### config.mk
export PLATFORM = sky130hd
export DESIGN_NAME = forth_data_stack_alu
export DESIGN_NICKNAME = d
export VERILOG_FILES = /design/src/hdl/fdsa_pkg.sv /design/src/hdl/fdsa_div.sv /design/src/hdl/forth_data_stack_alu.sv
export SDC_FILE = /design/constraint.sdc
export NUM_CORES = 2
export LEC_CHECK = 0
export ABC_AREA = 1
export BUFFER_PORTS_ARGS = -buffer_cell sky130_fd_sc_hd__clkbuf_2
export CORE_MARGIN = 3
export CORE_UTILIZATION = 44
export CTS_BUF_LIST = sky130_fd_sc_hd__clkbuf_8
export DETAILED_ROUTE_END_ITERATION = 8
export GPL_ROUTABILITY_DRIVEN = 1
export MAX_ROUTING_LAYER = met4
export PLACE_DENSITY = 0.68
export SETUP_SLACK_MARGIN = 0.05
export SYNTH_ARGS = -nofsm -noshare
export SYNTH_HDL_FRONTEND = slang
export SYNTH_SLANG_ARGS = --single-unit
### constraint.sdc
create_clock -name clk -period 7.3 [get_ports clk]
set_clock_uncertainty 0.15 [all_clocks]
set_input_delay 1.46 -clock clk [delete_from_list [all_inputs] [get_ports clk]]
set_output_delay 1.46 -clock clk [all_outputs]
set_load 0.03 [all_outputs]
### src/hdl/fdsa_pkg.sv
// Package for the Forth data stack ALU: opcodes, status codes, operand tables.
// No dependencies.
`timescale 1ns / 1ps
`default_nettype none
package fdsa_pkg;
	localparam int DEF_STACK_DEPTH = 16;
	localparam int WORD_W = 32;
	localparam int OP_W = 5;
	localparam int ST_W = 2;
	localparam int DEPTH_W = 5;

	localparam logic [OP_W-1:0] OP_PUSH = 5'd0;
	localparam logic [OP_W-1:0] OP_ADD = 5'd1;
	localparam logic [OP_W-1:0] OP_SUB = 5'd2;
	localparam logic [OP_W-1:0] OP_MUL = 5'd3;
	localparam logic [OP_W-1:0] OP_DIV = 5'd4;
	localparam logic [OP_W-1:0] OP_DROP = 5'd5;
	localparam logic [OP_W-1:0] OP_DUP = 5'd6;
	localparam logic [OP_W-1:0] OP_SWAP = 5'd7;
	localparam logic [OP_W-1:0] OP_OVER = 5'd8;
	localparam logic [OP_W-1:0] OP_ROT = 5'd9;
	localparam logic [OP_W-1:0] OP_2SWAP = 5'd10;
	localparam logic [OP_W-1:0] OP_2OVER = 5'd11;
	localparam logic [OP_W-1:0] OP_2DUP = 5'd12;
	localparam logic [OP_W-1:0] OP_MOD = 5'd13;
	localparam logic [OP_W-1:0] OP_DIVMOD = 5'd14;
	localparam logic [OP_W-1:0] OP_EQ = 5'd15;
	localparam logic [OP_W-1:0] OP_LT = 5'd16;
	localparam logic [OP_W-1:0] OP_GT = 5'd17;
	localparam logic [OP_W-1:0] OP_AND = 5'd18;
	localparam logic [OP_W-1:0] OP_OR = 5'd19;
	localparam logic [OP_W-1:0] OP_INVERT = 5'd20;

	localparam logic [ST_W-1:0] ST_OK = 2'd0;
	localparam logic [ST_W-1:0] ST_UNDER = 2'd1;
	localparam logic [ST_W-1:0] ST_OVER = 2'd2;
	localparam logic [ST_W-1:0] ST_DIVZ = 2'd3;

	typedef struct packed {
		logic [2:0] need;
		logic [1:0] grow;
		logic shrink;
		logic valid;
	} op_info_t;

	function automatic op_info_t op_info(input logic [OP_W-1:0] op);
		op_info_t r;
		r = '{need: 3'd0, grow: 2'd0, shrink: 1'b0, valid: 1'b1};
		unique case (op)
			OP_PUSH: r.grow = 2'd1;
			OP_ADD, OP_SUB, OP_MUL, OP_DIV, OP_MOD, OP_EQ, OP_LT, OP_GT, OP_AND, OP_OR: begin
				r.need = 3'd2;
				r.shrink = 1'b1;
			end
			OP_DROP: begin
				r.need = 3'd1;
				r.shrink = 1'b1;
			end
			OP_DUP: begin
				r.need = 3'd1;
				r.grow = 2'd1;
			end
			OP_SWAP, OP_DIVMOD: r.need = 3'd2;
			OP_OVER: begin
				r.need = 3'd2;
				r.grow = 2'd1;
			end
			OP_ROT: r.need = 3'd3;
			OP_2SWAP: r.need = 3'd4;
			OP_2OVER: begin
				r.need = 3'd4;
				r.grow = 2'd2;
			end
			OP_2DUP: begin
				r.need = 3'd2;
				r.grow = 2'd2;
			end
			OP_INVERT: r.need = 3'd1;
			default: r.valid = 1'b0;
		endcase
		return r;
	endfunction

	typedef struct packed {
		logic start;
	} div_ctl_t;
endpackage
`default_nettype wire

### src/hdl/fdsa_div.sv
// Radix-2 restoring divider, signed truncating, one quotient bit per cycle.
// Depends on fdsa_pkg.
`timescale 1ns / 1ps
`default_nettype none
module fdsa_div
	import fdsa_pkg::*;
(
	input wire logic clk,
	input wire logic arst_n,
	input wire div_ctl_t ctl,
	input wire logic [WORD_W-1:0] dividend,
	input wire logic [WORD_W-1:0] divisor,
	output logic done,
	output logic [WORD_W-1:0] quot,
	output logic [WORD_W-1:0] rem
);
	logic [WORD_W-1:0] q_q, d_q;
	logic [WORD_W:0] r_q;
	logic [5:0] cnt_q;
	logic busy_q, qneg_q, rneg_q;
	logic [WORD_W:0] trial;
	logic [WORD_W:0] shifted;

	assign shifted = {r_q[WORD_W-1:0], q_q[WORD_W-1]};
	assign trial = shifted - {1'b0, d_q};

	always_ff @(posedge clk or negedge arst_n) begin
		if (!arst_n) begin
			busy_q <= 1'b0;
			done <= 1'b0;
			cnt_q <= '0;
		end else begin
			done <= 1'b0;
			if (ctl.start) begin
				busy_q <= 1'b1;
				cnt_q <= 6'd32;
			end else if (busy_q) begin
				cnt_q <= cnt_q - 6'd1;
				if (cnt_q == 6'd1) begin
					busy_q <= 1'b0;
					done <= 1'b1;
				end
			end
		end
	end

	always_ff @(posedge clk) begin
		if (ctl.start) begin
			q_q <= dividend[WORD_W-1] ? -dividend : dividend;
			d_q <= divisor[WORD_W-1] ? -divisor : divisor;
			r_q <= '0;
			rneg_q <= dividend[WORD_W-1];
			qneg_q <= dividend[WORD_W-1] ^ divisor[WORD_W-1];
		end else if (busy_q) begin
			if (!trial[WORD_W]) begin
				r_q <= trial;
				q_q <= {q_q[WORD_W-2:0], 1'b1};
			end else begin
				r_q <= shifted;
				q_q <= {q_q[WORD_W-2:0], 1'b0};
			end
		end
	end

	assign quot = qneg_q ? -q_q : q_q;
	assign rem = rneg_q ? -r_q[WORD_W-1:0] : r_q[WORD_W-1:0];
endmodule
`default_nettype wire

### src/hdl/forth_data_stack_alu.sv
// Channel    | ports                          | handshake
// command    | opcode, literal                | start & !busy
// result     | status, top_value, depth       | done strobe, one cycle
// busy covers the read, execute, write, top-fetch and done states. An undefined
// op or a failed depth check goes from the first read straight to the top fetch,
// a zero divisor skips the write, and div, mod and /mod wait on the 32-step
// bit-serial divider. done rises in the same cycle that busy drops; results
// cannot be stalled. Stack words live in a one-port RAM, one access per cycle.
// Reset clears count, sequencer and done only. Depends on fdsa_pkg, fdsa_div.
`timescale 1ns / 1ps
`default_nettype none
module forth_data_stack_alu
	import fdsa_pkg::*;
#(
	parameter int STACK_DEPTH = DEF_STACK_DEPTH
) (
	input wire logic clk,
	input wire logic arst_n,
	input wire logic start,
	output logic busy,
	input wire logic [OP_W-1:0] opcode,
	input wire logic signed [WORD_W-1:0] literal,
	output logic done,
	output logic [ST_W-1:0] status,
	output logic signed [WORD_W-1:0] top_value,
	output logic [DEPTH_W-1:0] depth
);
	localparam int AW = $clog2(STACK_DEPTH);
	localparam int CW = $clog2(STACK_DEPTH + 1);

	localparam logic [3:0] S_IDLE = 4'd0;
	localparam logic [3:0] S_RD = 4'd1;
	localparam logic [3:0] S_RDW = 4'd2;
	localparam logic [3:0] S_EXEC = 4'd3;
	localparam logic [3:0] S_DIV = 4'd4;
	localparam logic [3:0] S_WR = 4'd5;
	localparam logic [3:0] S_TOP = 4'd6;
	localparam logic [3:0] S_TOPW = 4'd7;
	localparam logic [3:0] S_DONE = 4'd8;

	logic [3:0] st_q;
	logic [WORD_W-1:0] mem [STACK_DEPTH];
	logic [WORD_W-1:0] rd_q;
	logic [AW-1:0] addr;
	logic we;
	logic [WORD_W-1:0] wd;
	logic [CW-1:0] cnt_q, newcnt_q;
	logic [OP_W-1:0] op_q;
	logic [WORD_W-1:0] lit_q;
	logic [WORD_W-1:0] w_q [4];
	logic [WORD_W-1:0] o_q [4];
	logic [2:0] ri_q, wi_q, nw_q;
	logic [CW-1:0] wbase_q;
	logic [ST_W-1:0] stat_q;
	op_info_t info;
	div_ctl_t dctl;
	logic ddone;
	logic [WORD_W-1:0] dq, dr;
	logic [WORD_W-1:0] a, b;
	logic [CW:0] grown;
	logic [CW-1:0] rd_base;

	assign info = op_info(op_q);
	assign a = w_q[1];
	assign b = w_q[0];
	assign grown = {1'b0, cnt_q} + {{(CW-1){1'b0}}, info.grow} - {{CW{1'b0}}, info.shrink};
	assign busy = st_q != S_IDLE;
	assign rd_base = cnt_q - CW'(ri_q) - CW'(1);

	always_comb begin
		addr = '0;
		we = 1'b0;
		wd = o_q[wi_q[1:0]];
		unique case (st_q)
			S_RD: addr = rd_base[AW-1:0];
			S_WR: begin
				addr = AW'(wbase_q + CW'(wi_q));
				we = wi_q < nw_q;
			end
			S_TOP: addr = AW'(newcnt_q - CW'(1));
			default: addr = '0;
		endcase
	end

	always_ff @(posedge clk) begin
		if (we) mem[addr] <= wd;
		rd_q <= mem[addr];
	end

	fdsa_div u_div (
		.clk(clk), .arst_n(arst_n), .ctl(dctl),
		.dividend(a), .divisor(b), .done(ddone), .quot(dq), .rem(dr)
	);

	always_comb begin
		dctl.start = (st_q == S_EXEC) && (op_q == OP_DIV || op_q == OP_MOD || op_q == OP_DIVMOD)
			&& (b != '0);
	end

	always_ff @(posedge clk or negedge arst_n) begin
		if (!arst_n) begin
			st_q <= S_IDLE;
			cnt_q <= '0;
			done <= 1'b0;
		end else begin
			done <= 1'b0;
			unique case (st_q)
				S_IDLE: if (start) st_q <= S_RD;
				S_RD: begin
					if (!info.valid) st_q <= S_TOP;
					else if (cnt_q < CW'(info.need)) st_q <= S_TOP;
					else if (grown > (CW+1)'(STACK_DEPTH)) st_q <= S_TOP;
					else if (ri_q == info.need || ri_q == 3'd4) st_q <= S_EXEC;
					else st_q <= S_RDW;
				end
				S_RDW: st_q <= S_RD;
				S_EXEC: begin
					if (dctl.start) st_q <= S_DIV;
					else if (stat_q == ST_DIVZ || (op_q inside {OP_DIV, OP_MOD, OP_DIVMOD}))
						st_q <= S_TOP;
					else st_q <= S_WR;
				end
				S_DIV: if (ddone) st_q <= S_WR;
				S_WR: if (wi_q + 3'd1 >= nw_q) begin
					st_q <= S_TOP;
					cnt_q <= newcnt_q;
				end
				S_TOP: st_q <= S_TOPW;
				S_TOPW: st_q <= S_DONE;
				S_DONE: begin
					st_q <= S_IDLE;
					done <= 1'b1;
				end
				default: st_q <= S_IDLE;
			endcase
		end
	end

	always_ff @(posedge clk) begin
		unique case (st_q)
			S_IDLE: begin
				op_q <= opcode;
				lit_q <= literal;
				ri_q <= '0;
				wi_q <= '0;
				nw_q <= '0;
				stat_q <= ST_OK;
				newcnt_q <= cnt_q;
			end
			S_RD: begin
				if (!info.valid) stat_q <= ST_OK;
				else if (cnt_q < CW'(info.need)) stat_q <= ST_UNDER;
				else if (grown > (CW+1)'(STACK_DEPTH)) stat_q <= ST_OVER;
				newcnt_q <= cnt_q;
			end
			S_RDW: begin
				ri_q <= ri_q + 3'd1;
			end
			S_EXEC: begin
				newcnt_q <= grown[CW-1:0];
				wbase_q <= cnt_q - CW'(info.need);
				if ((op_q inside {OP_DIV, OP_MOD, OP_DIVMOD}) && b == '0) begin
					stat_q <= ST_DIVZ;
					newcnt_q <= cnt_q;
				end
				nw_q <= '0;
				case (op_q)
					OP_PUSH: begin o_q[0] <= lit_q; nw_q <= 3'd1; end
					OP_ADD: begin o_q[0] <= a + b; nw_q <= 3'd1; end
					OP_SUB: begin o_q[0] <= a - b; nw_q <= 3'd1; end
					OP_MUL: begin o_q[0] <= a * b; nw_q <= 3'd1; end
					OP_DIV, OP_MOD: nw_q <= 3'd1;
					OP_DIVMOD: nw_q <= 3'd2;
					OP_DUP: begin o_q[0] <= b; o_q[1] <= b; nw_q <= 3'd2; end
					OP_SWAP: begin o_q[0] <= b; o_q[1] <= a; nw_q <= 3'd2; end
					OP_OVER: begin
						o_q[0] <= a; o_q[1] <= b; o_q[2] <= a; nw_q <= 3'd3;
					end
					OP_ROT: begin
						o_q[0] <= a; o_q[1] <= b; o_q[2] <= w_q[2]; nw_q <= 3'd3;
					end
					OP_2SWAP: begin
						o_q[0] <= a; o_q[1] <= b; o_q[2] <= w_q[3]; o_q[3] <= w_q[2];
						nw_q <= 3'd4;
					end
					OP_2OVER: begin
						o_q[0] <= w_q[3]; o_q[1] <= w_q[2];
						wbase_q <= cnt_q; nw_q <= 3'd2;
					end
					OP_2DUP: begin
						o_q[0] <= a; o_q[1] <= b; wbase_q <= cnt_q; nw_q <= 3'd2;
					end
					OP_EQ: begin o_q[0] <= {WORD_W{a == b}}; nw_q <= 3'd1; end
					OP_LT: begin
						o_q[0] <= {WORD_W{$signed(a) < $signed(b)}}; nw_q <= 3'd1;
					end
					OP_GT: begin
						o_q[0] <= {WORD_W{$signed(a) > $signed(b)}}; nw_q <= 3'd1;
					end
					OP_AND: begin o_q[0] <= {WORD_W{&a && &b}}; nw_q <= 3'd1; end
					OP_OR: begin o_q[0] <= {WORD_W{&a || &b}}; nw_q <= 3'd1; end
					OP_INVERT: begin o_q[0] <= {WORD_W{~&b}}; nw_q <= 3'd1; end
					default: nw_q <= '0;
				endcase
				if (op_q == OP_PUSH) wbase_q <= cnt_q;
				if (op_q == OP_DUP) wbase_q <= cnt_q - CW'(1);
				if (op_q == OP_OVER) wbase_q <= cnt_q - CW'(2);
			end
			S_DIV: if (ddone) begin
				o_q[0] <= (op_q == OP_DIV) ? dq : dr;
				o_q[1] <= dq;
			end
			S_WR: wi_q <= wi_q + 3'd1;
			S_TOPW: top_value <= (newcnt_q == '0) ? '0 : rd_q;
			default: ;
		endcase
		if (st_q == S_RDW) w_q[ri_q[1:0]] <= rd_q;
	end

	assign status = stat_q;
	assign depth = DEPTH_W'(cnt_q);

`ifndef NO_ASSERTIONS
	a_cnt: assert property (@(posedge clk) disable iff (!arst_n) cnt_q <= CW'(STACK_DEPTH))
		else $error("count over depth");
	a_done: assert property (@(posedge clk) disable iff (!arst_n) done |-> !busy)
		else $error("done while busy");
	a_wr: assert property (@(posedge clk) disable iff (!arst_n) we |-> stat_q == ST_OK)
		else $error("write on failed op");
`endif
endmodule
`default_nettype wire

==> results.sh <==
export IMPL_vias=57160
export IMPL_grt_pass1_vias=54790
export IMPL_hold_class="register to register"
export IMPL_synth_edf_count=923
export IMPL_cp_arrival_ns=7.70
export IMPL_syn_to_final_growth_pct=13.18
export IMPL_yosysTopAreaCell="edfxtp_1"
export IMPL_routedWlPerCell_um=25.24
export IMPL_drive_gt1_share_pct=11.69
export IMPL_ys_seq_area_share_pct=43.33
export IMPL_status="complete, no violations"
export IMPL_layout_min_cycle_time_ns=7.209
export IMPL_critPathMaxFanout=7
export IMPL_cts_buffers=172
export IMPL_syn_avg_cell_area_um2=8.955
export IMPL_reg2reg_depth=31
export IMPL_slew_violations=0
export IMPL_worstPathRequired_ns=7.79
export IMPL_critical_path_class="register to register"
export IMPL_hold_start="st_q[2]$_DFFE_PN0P_"
export IMPL_fin_ws_ns=0.09110
export IMPL_grt_pass1_wl_um=366100
export IMPL_drt_initial_drc_count=7182
export IMPL_cts_tree="yes"
export IMPL_yosys_top_cells_area="edfxtp_1 41%, fa_1 12%, nand2_1 10%"
export IMPL_netlist_area_um2=68060
export IMPL_grt_ovfl_total=0
export IMPL_setup_viol=0
export IMPL_fp_coreArea_um2=152800
export IMPL_firstDrtPassIters=9
export IMPL_clk_pin_slew_ns=0.06
export IMPL_io_pins=81
export IMPL_grt_start_max_net_pins=78
export IMPL_fmax_mhz=138.7
export IMPL_holdWs_ns=0.2882
export IMPL_finalHoldViolations=0
export IMPL_htreeDepth=4
export IMPL_rows=143
export IMPL_synth_top_area_share_pct=40.72
export IMPL_tightest_slew_ns=1.445
export IMPL_slowest_delay_ns=0.55
export IMPL_syn_num_nets=8314
export IMPL_clock_sinks=1007
export IMPL_place_ws_ns=-0.03553
export IMPL_r2r_slack_ns=0.09
export IMPL_cts_root_buffer="clkbuf_8"
export IMPL_synth_seq_cells=1007
export IMPL_die_height_um=399.3
export IMPL_cts_buffer_depth=3
export IMPL_die_width_um=399.3
export IMPL_layout_nets=8556
export IMPL_vias_per_cell=5.694
export IMPL_cp_end_kind="register"
export IMPL_whs_endpoint="done$_DFF_PN0_"
export IMPL_min_path_cells=1
export IMPL_crit_slowest_cell="fa_2"
export IMPL_totalWireLength_um=253400
export IMPL_yosysWarnings=0
export IMPL_antenna_found_initial=15
export IMPL_cts_hold_buf=0
export IMPL_r2r_end="o_q[0][30]$_DFFE_PP_"
export IMPL_drcViolationCount=0
export IMPL_synth_ff_type="edfxtp_1"
export IMPL_numPortBuffers=80
export IMPL_start_util_pct=44.54
export IMPL_routabilityCongestion=1.074
export IMPL_yosysUniqueCellTypes=70
export IMPL_ant_nets=0
export IMPL_clk_insertion_delay_late_ns=0.92
export IMPL_dp_hpwl_um=185800
export IMPL_slew_headroom_pct=3.646
export IMPL_crit_top_cell="fa_1"
export IMPL_cap_violations=0
export IMPL_dieArea_um2=159400
export IMPL_grt_usage_pct=32.27
export IMPL_finalCritPeriodShare_pct=98.75
export IMPL_rsz0062_at_grt="true"
export IMPL_synth_async_sr_flop_share_pct=1.787
export IMPL_start_kind="register"
export IMPL_reg2reg_from="w_q[0][3]$_DFFE_PP_"
export IMPL_syn_inst=7600
export IMPL_fillers=14180
sequential cells by signal (all words and copies together) (netlist names), 6 cells and up, named ones only:
signal and flops:
o_q 128, lit_q 32, top_value 32, u_div.q_q 32, u_div.r_q 32, rd_q 32, mem 512, w_q 128
u_div.cnt_q 6, u_div.d_q 32
worst max-delay path, delay by kind of cell (launching register included):
family / cells / cell delay, ns
buffers and inverters: 9 / 0.83
AND/OR/NAND/NOR: 9 / 0.69
adder cells (fa/ha/maj): 9 / 4.36
flip-flops: 1 / 0.54
AO/OA/AOI/OAI: 4 / 0.37
cells in the final DEF (no fill, tap or decap), types with 28 or more instances in the layout:
cell type	Yosys	final
a21oi_1	288	275
a221oi_1	29	29
a22oi_1	139	139
buf_12	1	31
buf_4	5	310
clkbuf_2	3	80
clkbuf_8	0	188
clkinv_1	5	31
dfxtp_1	66	65
edfxtp_1	923	923
fa_1	415	402
ha_1	259	243
inv_1	1207	1246
inv_2	28	43
nand2_1	1866	1846
nand3_1	302	292
nand4_1	81	81
nor2_1	522	480
nor2_4	3	34
nor3_1	47	42
nor4_1	31	30
o211ai_1	57	57
o21ai_0	423	409
o21ai_1	22	33
o22ai_1	71	70
o311ai_0	28	28
xnor2_1	31	30
xor2_1	138	138
kinds of logic after synthesis:
| kind of cell | after synthesis | share of synthesized area, % |
|---|---|---|
| AO/OA/AOI/OAI | 1206 | 10.67 |
| XOR/XNOR | 170 | 2.199 |
| adder cells (fa/ha/maj) | 674 | 16.97 |
| buffers and inverters | 1613 | 9.146 |
| flip-flops | 1007 | 43.33 |
| AND/OR/NAND/NOR | 2930 | 17.69 |
layer usage:
metal / track usage (%) / part of all wire, % / wire length, um
met2: 47.43 / 44 / 111300
met3: 7.757 / 11 / 28170
met4: 16.59 / 6.0 / 15210
met1: 41.57 / 39 / 98650
met5: - / 0 / 0
final cells by class:
class	instances	area [um^2]	area share (%)
Sequential cell	1007	29490	38.28
Inverter	1241	4666	6.057
Clock inverter	136	1035	1.343
Antenna cell	16	40.04	0.05198
Timing Repair Buffer	440	3570	4.634
Multi-Input combinational cell	4980	33110	42.98
Clock buffer	188	2587	3.359
Tap cell	2030	2540	3.297
stage by stage:
stage | setup TNS [ns] | instance area (um^2) | utilization (%) | instances
4_1_cts | 0 | 76160 | 49.84 | 9988
6_report | 0 | 77030 | 50.42 | 10040
3_3_place_gp | 0 | 72500 | 47.45 | 9664
3_5_place_dp | -0.06593 | 72500 | 47.45 | 9664
5_1_grt | -1.038 | 77020 | 50.41 | 10030
2_1_floorplan | 0 | 68060 | - | 7600
Yosys cell counts (all sizes together) (58+ instances only):
| master | count |
|---|---|
| nor2 | 534 |
| buf | 148 |
| dfxtp | 66 |
| a21oi | 288 |
| fa | 415 |
| xor2 | 139 |
| nand3 | 305 |
| o22ai | 71 |
| nand2 | 1878 |
| clkbuf | 224 |
| inv | 1236 |
| o21ai | 457 |
| edfxtp | 923 |
| nand4 | 81 |
| ha | 259 |
| a22oi | 139 |
| o211ai | 58 |
worst max path at each step:
stage | start | to | slack, ns | depth (start not counted)
after floorplan | w_q[0][3]$_DFFE_PP_ | o_q[0][27]$_DFFE_PP_ | 0.13 | 32
after global placement | w_q[1][10]$_DFFE_PP_ | o_q[0][28]$_DFFE_PP_ | 0.09 | 27
after detailed placement | w_q[1][10]$_DFFE_PP_ | o_q[0][28]$_DFFE_PP_ | -0.04 | 27
after CTS | w_q[0][2]$_DFFE_PP_ | o_q[0][21]$_DFFE_PP_ | 0.03 | 30
after global routing | w_q[0][2]$_DFFE_PP_ | o_q[0][30]$_DFFE_PP_ | -0.19 | 32
final | w_q[0][3]$_DFFE_PP_ | o_q[0][30]$_DFFE_PP_ | 0.09 | 31
timing repair:
action,in CTS,in global routing
pin swaps,0,59
cloned,0,2
endpoints found under the setup margin,9,21
resized for setup,11,141
buffers inserted,0,31
Power is left out: the tool's default activity adds up to more than one toggle a clock period on the data nets, which glitch-free logic cannot reach.
